`src/sv/pss_pkg.sv`:
```
package pss_pkg;

  localparam int NUM_SLOTS_DEF = 128;

  localparam logic [1:0] OP_SAMPLE = 2'd0;
  localparam logic [1:0] OP_READ   = 2'd1;
  localparam logic [1:0] OP_REPORT = 2'd2;

  localparam logic [1:0] KIND_SAMPLE = 2'd0;
  localparam logic [1:0] KIND_STATS  = 2'd1;
  localparam logic [1:0] KIND_REPORT = 2'd2;
  localparam logic [1:0] KIND_ERROR  = 2'd3;

  localparam logic [2:0] TYPE_ENERGY = 3'd2;
  localparam logic [2:0] TYPE_MAX    = 3'd4;

  localparam logic [1:0] STATUS_OK       = 2'd0;
  localparam logic [1:0] STATUS_ALERT    = 2'd1;
  localparam logic [1:0] STATUS_CRITICAL = 2'd2;

  localparam logic [7:0] ACTIVE_RESET = 8'd100;

  localparam logic [6:0] DIV_STEPS = 7'd64;
  localparam logic [6:0] MUL_STEPS = 7'd33;

  typedef enum logic {
    ALU_DIV,
    ALU_MUL
  } alu_op_t;

  typedef struct packed {
    logic    start;
    alu_op_t op;
  } alu_req_t;

  typedef struct packed {
    logic [31:0]        count;
    logic signed [31:0] mean;
    logic [63:0]        sdev;
    logic signed [47:0] sum;
    logic [2:0]         kind;
  } entry_t;

  typedef enum logic [3:0] {
    ST_CLEAR,
    ST_IDLE,
    ST_FETCH,
    ST_LOAD,
    ST_DSTART,
    ST_DWAIT,
    ST_MSTART,
    ST_MWAIT,
    ST_VSTART,
    ST_VWAIT,
    ST_OUT
  } state_t;

  function automatic logic [47:0] sat_add48(input logic [47:0] a, input logic [31:0] b);
    logic [48:0] s;
    begin
      s = {a[47], a} + {{17{b[31]}}, b};
      if (s[48] != s[47]) begin
        sat_add48 = s[48] ? {1'b1, 47'd0} : {1'b0, {47{1'b1}}};
      end else begin
        sat_add48 = s[47:0];
      end
    end
  endfunction

  function automatic logic [31:0] sat_inc32(input logic [31:0] v);
    begin
      sat_inc32 = (v == 32'hFFFF_FFFF) ? v : v + 32'd1;
    end
  endfunction

endpackage

```
`src/sv/pss_alu.sv`:
```
module pss_alu (
  input  logic              clk,
  input  logic              rst,
  input  pss_pkg::alu_req_t req,
  input  logic [63:0]       op_a,
  input  logic [32:0]       op_b,
  output logic              done,
  output logic [65:0]       result
);
  import pss_pkg::*;

  alu_op_t     mode;
  logic        busy;
  logic [6:0]  cnt;
  logic [63:0] sh;
  logic [31:0] rem;
  logic [31:0] dvs;
  logic [65:0] mc;
  logic [65:0] acc;
  logic [32:0] shifted;
  logic [33:0] diff;

  // Restoring division: one quotient bit per cycle, dividend shifts out of sh.
  assign shifted = {rem, sh[63]};
  assign diff    = {1'b0, shifted} - {2'b00, dvs};

  always_ff @(posedge clk) begin
    if (rst) begin
      busy <= 1'b0;
      done <= 1'b0;
      cnt  <= '0;
    end else begin
      done <= 1'b0;
      if (req.start) begin
        busy <= 1'b1;
        cnt  <= (req.op == ALU_DIV) ? DIV_STEPS : MUL_STEPS;
      end else if (busy) begin
        cnt <= cnt - 7'd1;
        if (cnt == 7'd1) begin
          busy <= 1'b0;
          done <= 1'b1;
        end
      end
    end
  end

  always_ff @(posedge clk) begin
    if (req.start) begin
      mode <= req.op;
      sh   <= op_a;
      rem  <= '0;
      dvs  <= op_b[31:0];
      mc   <= {33'd0, op_b};
      acc  <= '0;
    end else if (busy) begin
      if (mode == ALU_DIV) begin
        if (!diff[33]) begin
          rem <= diff[31:0];
          sh  <= {sh[62:0], 1'b1};
        end else begin
          rem <= shifted[31:0];
          sh  <= {sh[62:0], 1'b0};
        end
      end else begin
        if (sh[0]) begin
          acc <= acc + mc;
        end
        mc <= {mc[64:0], 1'b0};
        sh <= {1'b0, sh[63:1]};
      end
    end
  end

  assign result = (mode == ALU_DIV) ? {2'b00, sh} : acc;

endmodule

```
`config.mk`:
```
export PLATFORM = sky130hd
export DESIGN_NAME = pss_alu
export DESIGN_NICKNAME = d
export VERILOG_FILES = /design/src/sv/pss_pkg.sv /design/src/sv/pss_alu.sv
export SDC_FILE = /design/constraint.sdc
export NUM_CORES = 1
export LEC_CHECK = 0
export ABC_AREA = 0
export BUFFER_PORTS_ARGS = -buffer_cell sky130_fd_sc_hd__buf_2
export CORE_MARGIN = 8
export CORE_UTILIZATION = 58
export CTS_BUF_LIST = sky130_fd_sc_hd__clkbuf_8 sky130_fd_sc_hd__clkbuf_16
export CTS_CLUSTER_DIAMETER = 40
export DETAILED_ROUTE_END_ITERATION = 7
export PLACE_DENSITY = 0.78
export SLEW_MARGIN = 20
export SYNTH_ARGS = -nofsm -noshare
export SYNTH_HDL_FRONTEND = slang
export SYNTH_SLANG_ARGS = --single-unit
```
`constraint.sdc`:
```
create_clock -name clk -period 3.6 [get_ports clk]
set_input_delay 0.36 -clock clk [delete_from_list [all_inputs] [get_ports clk]]
set_output_delay 0.36 -clock clk [all_outputs]
set_load 0.02 [all_outputs]
```
==> results of run 1 <==
[worst max-delay path, cell delays in order, from the launching register on]
cell and delay [ps]:
edfxtp_1 400, ha_1 430, nand4_2 170, nor4_2 270
o2111ai_1 260, and3_4 260, a211o_1 330, a21o_1 220
and2_4 180, o31a_1 330, or4_1 410, nand3_1 90
[metrics by stage]
step / hold slack, ps / total power (W) / worst slack [ps]
2_1_floorplan: 444 / 0.00471 / 583
3_3_place_gp: 453 / 0.00513 / 209
3_5_place_dp: 465 / 0.00517 / 146
6_report: 29.2 / 0.00935 / 194
5_1_grt: 21.7 / 0.00969 / 0.256
4_1_cts: 12.7 / 0.00938 / 133
[routing by layer]
metal / wire length [um] / vias to the layer above / global-route usage (%)
met3: 2800 / 87 / 3.31
met4: 1280 / 0 / 8.42
met5: 0 / - / 0
li1: - / 7241 / -
met1: 20600 / 6959 / 33.6
met2: 21400 / 499 / 41.5
[state kept, by name, indices dropped and copies added, names as in the netlist]
signal	count
sh	64
mode	1
acc	66
dvs	32
rem	32
mc	66
busy	1
done	1
cnt	7
[area by class of cell]
| type | instances | area (um^2) |
|---|---|---|
| clock inverter | 33 | 319 |
| timing repair buffer | 194 | 1100 |
| fill | 2416 | 9610 |
| clock buffer | 47 | 1150 |
| multi-input combinational | 1473 | 9710 |
| tap | 390 | 488 |
| sequential | 270 | 6710 |
| inverter | 64 | 240 |
[worst max path at each step]
stage                                end  slack [ps]  cells after the start
global route        acc[57]$_SDFFE_PP0P_         0.3                     11
finish              acc[57]$_SDFFE_PP0P_         190                     11
detailed placement  acc[57]$_SDFFE_PP0P_         150                     11
CTS                 acc[57]$_SDFFE_PP0P_         130                     11
global placement    acc[64]$_SDFFE_PP0P_         210                     13
floorplan           acc[58]$_SDFFE_PP0P_         580                     13
[synthesized netlist by cell type (19+ instances only)]
| master | count |
|---|---|
| a21o_1 | 61 |
| a21oi_1 | 188 |
| a31oi_1 | 25 |
| buf_1 | 19 |
| clkbuf_1 | 90 |
| dfxtp_1 | 140 |
| edfxtp_1 | 130 |
| ha_1 | 99 |
| inv_1 | 64 |
| mux2_2 | 94 |
| mux2i_1 | 73 |
| nand2_1 | 308 |
| nand3_1 | 25 |
| nand4_1 | 29 |
| nor2_1 | 68 |
| nor3_1 | 23 |
| o21ai_0 | 194 |
| xnor2_1 | 44 |
| xor2_1 | 40 |
[repair_timing]
| action | in CTS | in global routing |
|---|---|---|
| hold buffers | 0 | 0 |
| resized for setup | 0 | 5 |
| setup buffers | 0 | 0 |
| endpoints found under the setup margin | 0 | 7 |
[where the power goes]
group	switching (W)	internal, W
Combinational	0.000903	0.000611
Clock	0.00167	0.00254
Sequential	0.000155	0.00346
[cells by family (layout without fill, tap and decap cells)]
kind of cell | count (synthesis) | count (layout) | synth area share, %
buf+inv | 184 | 338 | 4.12
mux | 167 | 167 | 10.5
compound gates | 583 | 583 | 20.3
simple gates | 538 | 538 | 14.2
fa+ha+maj | 101 | 101 | 7.48
flops | 270 | 270 | 39.2
xor+xnor | 84 | 84 | 4.30
==> impl_metrics.csv, run 1 <==
group,metric,value,unit
final_layout,drive_above_1_share,18.7,%
global_routing,antenna_found_initial,0,
synthesis,synth_cell_types,67,
worst_setup_path,start_kind,"flop",
drt,firstDrtPassIters,5,
hold_path,hp-start,"op_b[23]",
worst_setup_path,crit_arrival,3870,ps
sta,relSlewSlack,40.8,%
synthesis,yosys_register_bits,270,
final_layout,layout_commonest_cell,"nand2_1",
worst_setup_path,crit_type,"reg2reg",
sta,finalMaxSlewViolations,0,
power,ir_worst_vdd,390,uV
global_routing,gr-total-overflow,0,
worst_setup_path,timing.rr.start,"mc[8]$_DFFE_PP_",
job,maxCapViolations,0,
die,die_area,35200,um^2
clock_tree,cts_tree,"built",
final_layout,design_area,19700,um^2
hold_path,hold_end,"dvs[23]$_DFFE_PP_",
drt,vias,14800,
global_routing,grt_usage,25.1,%
synthesis,netlist_top_cells_area,"edfxtp_1 (23%), dfxtp_1 (16%), ha_1 (7.2%), nand2_1 (6.8%), mux2_2 (6.2%)",
worst_setup_path,reg2reg_to,"acc[57]$_SDFFE_PP0P_",
drt,vias_per_cell,5.98,
sta,tns,0,ps
place,dp_cells,2391,
sta,max_freq,294,MHz
die,dieWidth,188,um
die,core-area,29300,um^2
final_layout,antenna_cells,0,
synthesis,yosysTopAreaCell,"edfxtp_1",
place,place_congestion,0.926,
sta,finalCritPeriodShare,94.6,%
synthesis,yosys_warnings,0,
worst_setup_path,path_max_fanout,7,
clock_tree,clock_latency,530,ps
clock_tree,numCtsBuffers,44,
sta,setup-violations-final,0,
synthesis,syn-cell-area,17100,um^2
global_routing,grt_pass1_vias,14500,
die,ios,168,
synthesis,yosys_most_used_dff,"dfxtp_1",
worst_setup_path,required,4070,ps
synthesis,syn-num-nets,2129,
clock_tree,root_buffer,"clkbuf_16",
drt,avgRoutedWirePerCell,18.6,um
place,placed_area,18200,um^2
clock_tree,clock_sinks,270,
final_layout,fin_nets,2249,
synthesis,yosysTopAreaCellShare,22.8,%
status,status,"finished clean",
power,p_per_area,474,nW/um^2
final_layout,syn_to_final_growth,15.3,%
drt,wl,46100,um
drt,ant_nets,0,
die,start_util,58.3,%
worst_setup_path,r2r_slack,190,ps
worst_setup_path,end_kind,"flop",
synthesis,synth-async-reset-ratio,0,%
worst_setup_path,r2r_cells,11,
clock_tree,clk_pin_slew,60,ps
final_layout,post-route-util,67.2,%
place,port_buffers,167,
sta,clock_skew,14.3,ps
synthesis,synth_cells,1927,
global_routing,grt_pass1_wl,74500,um
sta,hold_viol_final,0,
final_layout,fin_cells,2471,
clock_tree,clockBufferDepth,3,
die,die_h,188,um
global_routing,grt_start_max_net_pins,123,
worst_setup_path,worstSetupStartpoint,"mc[8]$_DFFE_PP_",
hold_path,whs_path_depth,1,
sta,rsz0062_at_grt,"no",
power,leakage,8.47,nW
drt,drcViolationCount,0,
sta,max_slew.worst_pin.slew,884,ps
synthesis,synth_edf_count,130,
hold_path,min_path_type,"in2reg",
place,place_hpwl,33500,um
final_layout,mostFrequentLayoutCells,"nand2_1 (308), o21ai_0 (194), a21oi_1 (188), buf_2 (166), dfxtp_1 (140)",
synthesis,avgSynthCellArea,8.87,um^2
synthesis,yosysSeqAreaShare,39.2,%
die,rows,63,
sta,finalCriticalPeriod,3410,ps
clock_tree,htreeDepth,2,
drt,drt_iter0_markers,1199,
(Power assumes the default switching activity.)
==> run 2, diff against run 1 <==
--- a/config.mk
+++ b/config.mk
@@ -12,7 +12,7 @@
 export CTS_BUF_LIST = sky130_fd_sc_hd__clkbuf_8 sky130_fd_sc_hd__clkbuf_16
 export CTS_CLUSTER_DIAMETER = 40
 export DETAILED_ROUTE_END_ITERATION = 7
-export PLACE_DENSITY = 0.78
+export PLACE_DENSITY_LB_ADDON = 0.12
 export SLEW_MARGIN = 20
 export SYNTH_ARGS = -nofsm -noshare
 export SYNTH_HDL_FRONTEND = slang
==> impl_metrics.csv, run 2 (synthesis results as in run 1) <==
group,metric,value,unit
sta,finalCritPeriodShare,94.3,%
die,die_area,35200,um^2
clock_tree,clock_sinks,270,
final_layout,n_fill_cell,2489,
worst_setup_path,slowest_delay,550,ps
sta,max_freq,294,MHz
job,maxCapViolations,0,
sta,finalMaxSlewViolations,0,
clock_tree,cts_tree,"built",
clock_tree,postCtsHoldBufs,0,
sta,setup-violations-final,0,
die,die_h,188,um
final_layout,antenna_cells,0,
global_routing,busiest_layer,"met2",
drt,wl,45600,um
die,dieWidth,188,um
hold_path,min_path_type,"in2reg",
sta,max_slew.worst_pin.slew,914,ps
global_routing,grt_use_met2,41.8,%
final_layout,layout_commonest_cell,"nand2_1",
clock_tree,root_buffer,"clkbuf_16",
status,status,"finished clean",
sta,finalCriticalPeriod,3400,ps
final_layout,mostFrequentLayoutCells,"nand2_1 (308), o21ai_0 (194), a21oi_1 (184), buf_2 (166), dfxtp_1 (140)",
sta,rsz0062_at_grt,"no",
global_routing,gr-total-overflow,0,
worst_setup_path,required,3980,ps
worst_setup_path,end_kind,"flop",
global_routing,antenna_found_initial,0,
drt,firstDrtPassIters,5,
clock_tree,cts.repair.resized,0,
worst_setup_path,critPathBufInv,1,
global_routing,grt_start_max_net_pins,122,
clock_tree,clockBufferDepth,3,
place,place_congestion,0.901,
clock_tree,postCtsSetupBuffers,0,
drt,vias,14600,
global_routing,grt_pass1_wl,73400,um
worst_setup_path,path_max_fanout,4,
worst_setup_path,path_delay_family,"compound AO/OA/AOI/OAI gates",
final_layout,syn_to_final_growth,15.2,%
worst_setup_path,r2r_cells,13,
drt,ant_nets,0,
hold_path,whs_path_depth,1,
worst_setup_path,critical_path_depth,13,
sta,tns,0,ps
worst_setup_path,crit_type,"reg2reg",
drt,drcViolationCount,0,
global_routing,grt_pass1_vias,14500,
global_routing,use_met3,3.70,%
die,ios,168,
final_layout,top_regs,"acc: 66 flops, mc: 66 flops, sh: 64 flops",
power,leakage,8.45,nW
die,start_util,58.3,%
sta,holdWs,23.5,ps
final_layout,fin_nets,2245,
sta,hold_viol_final,0,
final_layout,drive_above_1_share,18.9,%
sta,clock_skew,27.8,ps
worst_setup_path,crit_arrival,3780,ps
clock_tree,clk_pin_slew,60,ps
power,ir_worst_vdd,383,uV
clock_tree,htreeDepth,2,
global_routing,use_met1,32.1,%
drt,drt_iter0_markers,1057,
drt,vias_per_cell,5.92,
drt,avgRoutedWirePerCell,18.5,um
worst_setup_path,crit_slowest_cell,"a41oi_1",
clock_tree,clock_latency,540,ps
die,rows,63,
clock_tree,numCtsBuffers,42,
power,total_power,0.00926,W
place,port_buffers,167,
worst_setup_path,worstPathCellList,"inv_1 -> ha_1 -> fa_1 -> nor2b_1 -> o21a_1 -> o21ai_0 -> a211o_1 -> nand3_1 -> a41oi_1 -> nor4_1 -> or4_1 -> nand4_1 -> a31oi_1",
power,p_per_area,470,nW/um^2
place,place_hpwl,32900,um
sta,relSlewSlack,38.8,%
worst_setup_path,start_kind,"flop",
global_routing,grt_usage,24.8,%
die,core-area,29300,um^2
[run 2: worst paths after layout]
kind	start	endpoint	slack [ps]
setup reg to reg	sh[63]$_DFFE_PP_	rem[30]$_SDFFE_PP0P_	200
hold / removal	op_b[5]	dvs[5]$_DFFE_PP_	20
hold reg to reg	mc[54]$_SDFFE_PP0P_	mc[55]$_SDFFE_PP0P_	470
setup / recovery	sh[63]$_DFFE_PP_	rem[30]$_SDFFE_PP0P_	200
[run 2: through the flow]
stage	std cells	utilization [%]	setup slack, ps	area (um^2)
6_report	2467	67.2	204	19700
5_1_grt	2467	67.2	18.5	19700
4_1_cts	2467	67.0	112	19700
3_5_place_dp	2389	62.1	161	18200
3_3_place_gp	2389	62.1	248	18200
2_1_floorplan	1927	-	583	17100
[run 2: final cells by class]
| class | instances | area [um^2] | share of cell area, % |
|---|---|---|---|
| Multi-Input combinational cell | 1473 | 9740 | 49.4 |
| Sequential cell | 270 | 6710 | 34.0 |
| Timing Repair Buffer | 192 | 1080 | 5.50 |
| Clock buffer | 43 | 1060 | 5.41 |
| Tap cell | 390 | 488 | 2.48 |
| Clock inverter | 35 | 377 | 1.91 |
| Inverter | 64 | 240 | 1.22 |
[run 2: routing by layer]
layer | vias up | wire, um
met2 | 403 | 21600
met3 | 84 | 2290
met4 | 0 | 1290
li1 | 7240 | -
met1 | 6883 | 20500
met5 | - | 0
[run 2: where the power goes]
group | total [W] | switching, W | internal (W)
clock network | 0.00413 | 0.00161 | 0.00251
logic | 0.00152 | 0.000903 | 0.000613
registers | 0.00362 | 0.000156 | 0.00347
==> run 3, diff against run 2 <==
--- a/config.mk
+++ b/config.mk
@@ -6,14 +6,16 @@
 export NUM_CORES = 1
 export LEC_CHECK = 0
 export ABC_AREA = 0
-export BUFFER_PORTS_ARGS = -buffer_cell sky130_fd_sc_hd__buf_2
 export CORE_MARGIN = 8
 export CORE_UTILIZATION = 58
 export CTS_BUF_LIST = sky130_fd_sc_hd__clkbuf_8 sky130_fd_sc_hd__clkbuf_16
 export CTS_CLUSTER_DIAMETER = 40
 export DETAILED_ROUTE_END_ITERATION = 7
+export DONT_BUFFER_PORTS = 1
 export PLACE_DENSITY_LB_ADDON = 0.12
+export SKIP_CTS_REPAIR_TIMING = 1
 export SLEW_MARGIN = 20
 export SYNTH_ARGS = -nofsm -noshare
 export SYNTH_HDL_FRONTEND = slang
 export SYNTH_SLANG_ARGS = --single-unit
+export TNS_END_PERCENT = 100
==> impl_metrics.csv, run 3 (synthesis results as in run 1) <==
group,metric,value,unit
final_layout,layout_commonest_cell,"nand2_1",
die,ios,168,
sta,max_slew.worst_pin.slew,938,ps
die,dieWidth,188,um
final_layout,antenna_cells,0,
clock_tree,root_buffer,"clkbuf_16",
place,port_buffers,0,
worst_setup_path,worstPathCellList,"ha_1 -> nand4_2 -> nor4_2 -> o2111ai_1 -> and3_4 -> a211o_1 -> a21o_1 -> a21oi_1 -> o21ai_0 -> mux2i_1 -> mux2_2",
final_layout,fin_nets,2114,
power,p_per_area,481,nW/um^2
clock_tree,clk_pin_slew,60,ps
power,ir_worst_vdd,342,uV
sta,finalCriticalPeriod,3450,ps
sta,max_freq,290,MHz
drt,firstDrtPassIters,5,
die,rows,63,
die,die_h,188,um
worst_setup_path,r2r_cells,11,
hold_path,whs_path_depth,2,
power,power.internal,0.00669,W
drt,wl,45000,um
drt,avgRoutedWirePerCell,19.2,um
global_routing,grt_pass1_vias,13400,
die,die_area,35200,um^2
global_routing,antenna_found_initial,1,
sta,holdWs,13.4,ps
worst_setup_path,path_max_fanout,7,
sta,rsz0062_at_grt,"no",
power,p_sw,0.00258,W
worst_setup_path,start_kind,"flop",
clock_tree,numCtsBuffers,42,
sta,clock_skew,18.0,ps
drt,drcViolationCount,0,
sta,tns,0,ps
final_layout,top_regs,"acc: 66 flops, mc: 66 flops, sh: 64 flops",
worst_setup_path,critPathBufInv,0,
drt,vias_per_cell,6.05,
worst_setup_path,path_delay_family,"compound AO/OA/AOI/OAI gates",
worst_setup_path,critical_path_depth,11,
global_routing,grt_start_max_net_pins,286,
power,leakage,7.92,nW
drt,ant_nets,0,
clock_tree,clock_sinks,270,
power,p_sw_share,27.8,%
place,place_congestion,0.908,
clock_tree,clock_latency,550,ps
clock_tree,clockBufferDepth,3,
final_layout,syn_to_final_growth,12.6,%
worst_setup_path,crit_arrival,3870,ps
worst_setup_path,crit_slowest_cell,"ha_1",
global_routing,grt_usage,23.8,%
worst_setup_path,required,4020,ps
final_layout,mostFrequentLayoutCells,"nand2_1 (308), o21ai_0 (194), a21oi_1 (186), dfxtp_1 (140), edfxtp_1 (130)",
clock_tree,htreeDepth,2,
die,start_util,58.3,%
worst_setup_path,crit_type,"reg2reg",
status,status,"finished clean",
job,maxCapViolations,0,
sta,finalCritPeriodShare,95.8,%
sta,relSlewSlack,36.8,%
final_layout,drive_above_1_share,11.2,%
place,place_hpwl,31400,um
drt,vias,14100,
power,comb_power_share,14.9,%
global_routing,grt_pass1_wl,69700,um
clock_tree,cts_tree,"built",
power,seqPwrFrac,39.0,%
global_routing,gr-total-overflow,0,
drt,drt_iter0_markers,852,
sta,finalMaxSlewViolations,0,
worst_setup_path,slowest_delay,430,ps
sta,setup-violations-final,0,
sta,hold_viol_final,0,
die,core-area,29300,um^2
hold_path,min_path_type,"in2reg",
worst_setup_path,end_kind,"flop",
power,clkPwrFrac,46.1,%
[run 3: cell types whose count changed in the layout (fill, tap and decap cells not counted), sizes merged]
cell / delta
buf: -166
clkbuf: +5
clkinv: -5
dlygate4sd3: +35
[run 3: final cells by class]
type                            count  area (um^2)
Multi-Input combinational cell   1473         9710
Sequential cell                   270         6710
Tap cell                          390          488
Clock buffer                       48         1170
Fill cell                        2421        10100
Inverter                           64          240
Clock inverter                     30          322
Timing Repair Buffer               61          628
[run 3: routing by layer]
metal | share of wire (%) | vias to the layer above | global-route usage [%]
met5 | 0.029 | - | 0
met4 | 2.4 | 2 | 7.55
met3 | 6.2 | 81 | 4.75
met2 | 48 | 393 | 40.2
met1 | 44 | 6679 | 30.2
li1 | - | 6973 | -
[run 3: final timing paths]
kind,start,end,slack (ps)
min,op_a[38],sh[38]$_DFFE_PP_,10
max reg2reg,mc[8]$_DFFE_PP_,acc[65]$_SDFFE_PP0P_,150
max,mc[8]$_DFFE_PP_,acc[65]$_SDFFE_PP0P_,150
min reg2reg,mc[65]$_SDFFE_PP0P_,mc[65]$_SDFFE_PP0P_,460
[run 3: stage by stage]
step	worst slack, ps	total power, W	area (um^2)	utilization [%]	std cells
floorplan	583	0.00471	17100	-	1927
CTS	80.2	0.00927	18800	64.3	2299
global placement	146	0.00496	17400	59.2	2221
detailed placement	91.9	0.00498	17400	59.2	2221
global route	12.6	0.00962	19300	65.7	2336
finish	150	0.00927	19300	65.7	2336
[run 3: power by group through the flow]
stage	clock network (W)	registers [W]	logic, W
2_1_floorplan	0	0.00361	0.00110
3_3_place_gp	0	0.00367	0.00129
3_5_place_dp	0	0.00368	0.00131
4_1_cts	0.00434	0.00362	0.00132
5_1_grt	0.00446	0.00364	0.00152
6_report	0.00427	0.00362	0.00138
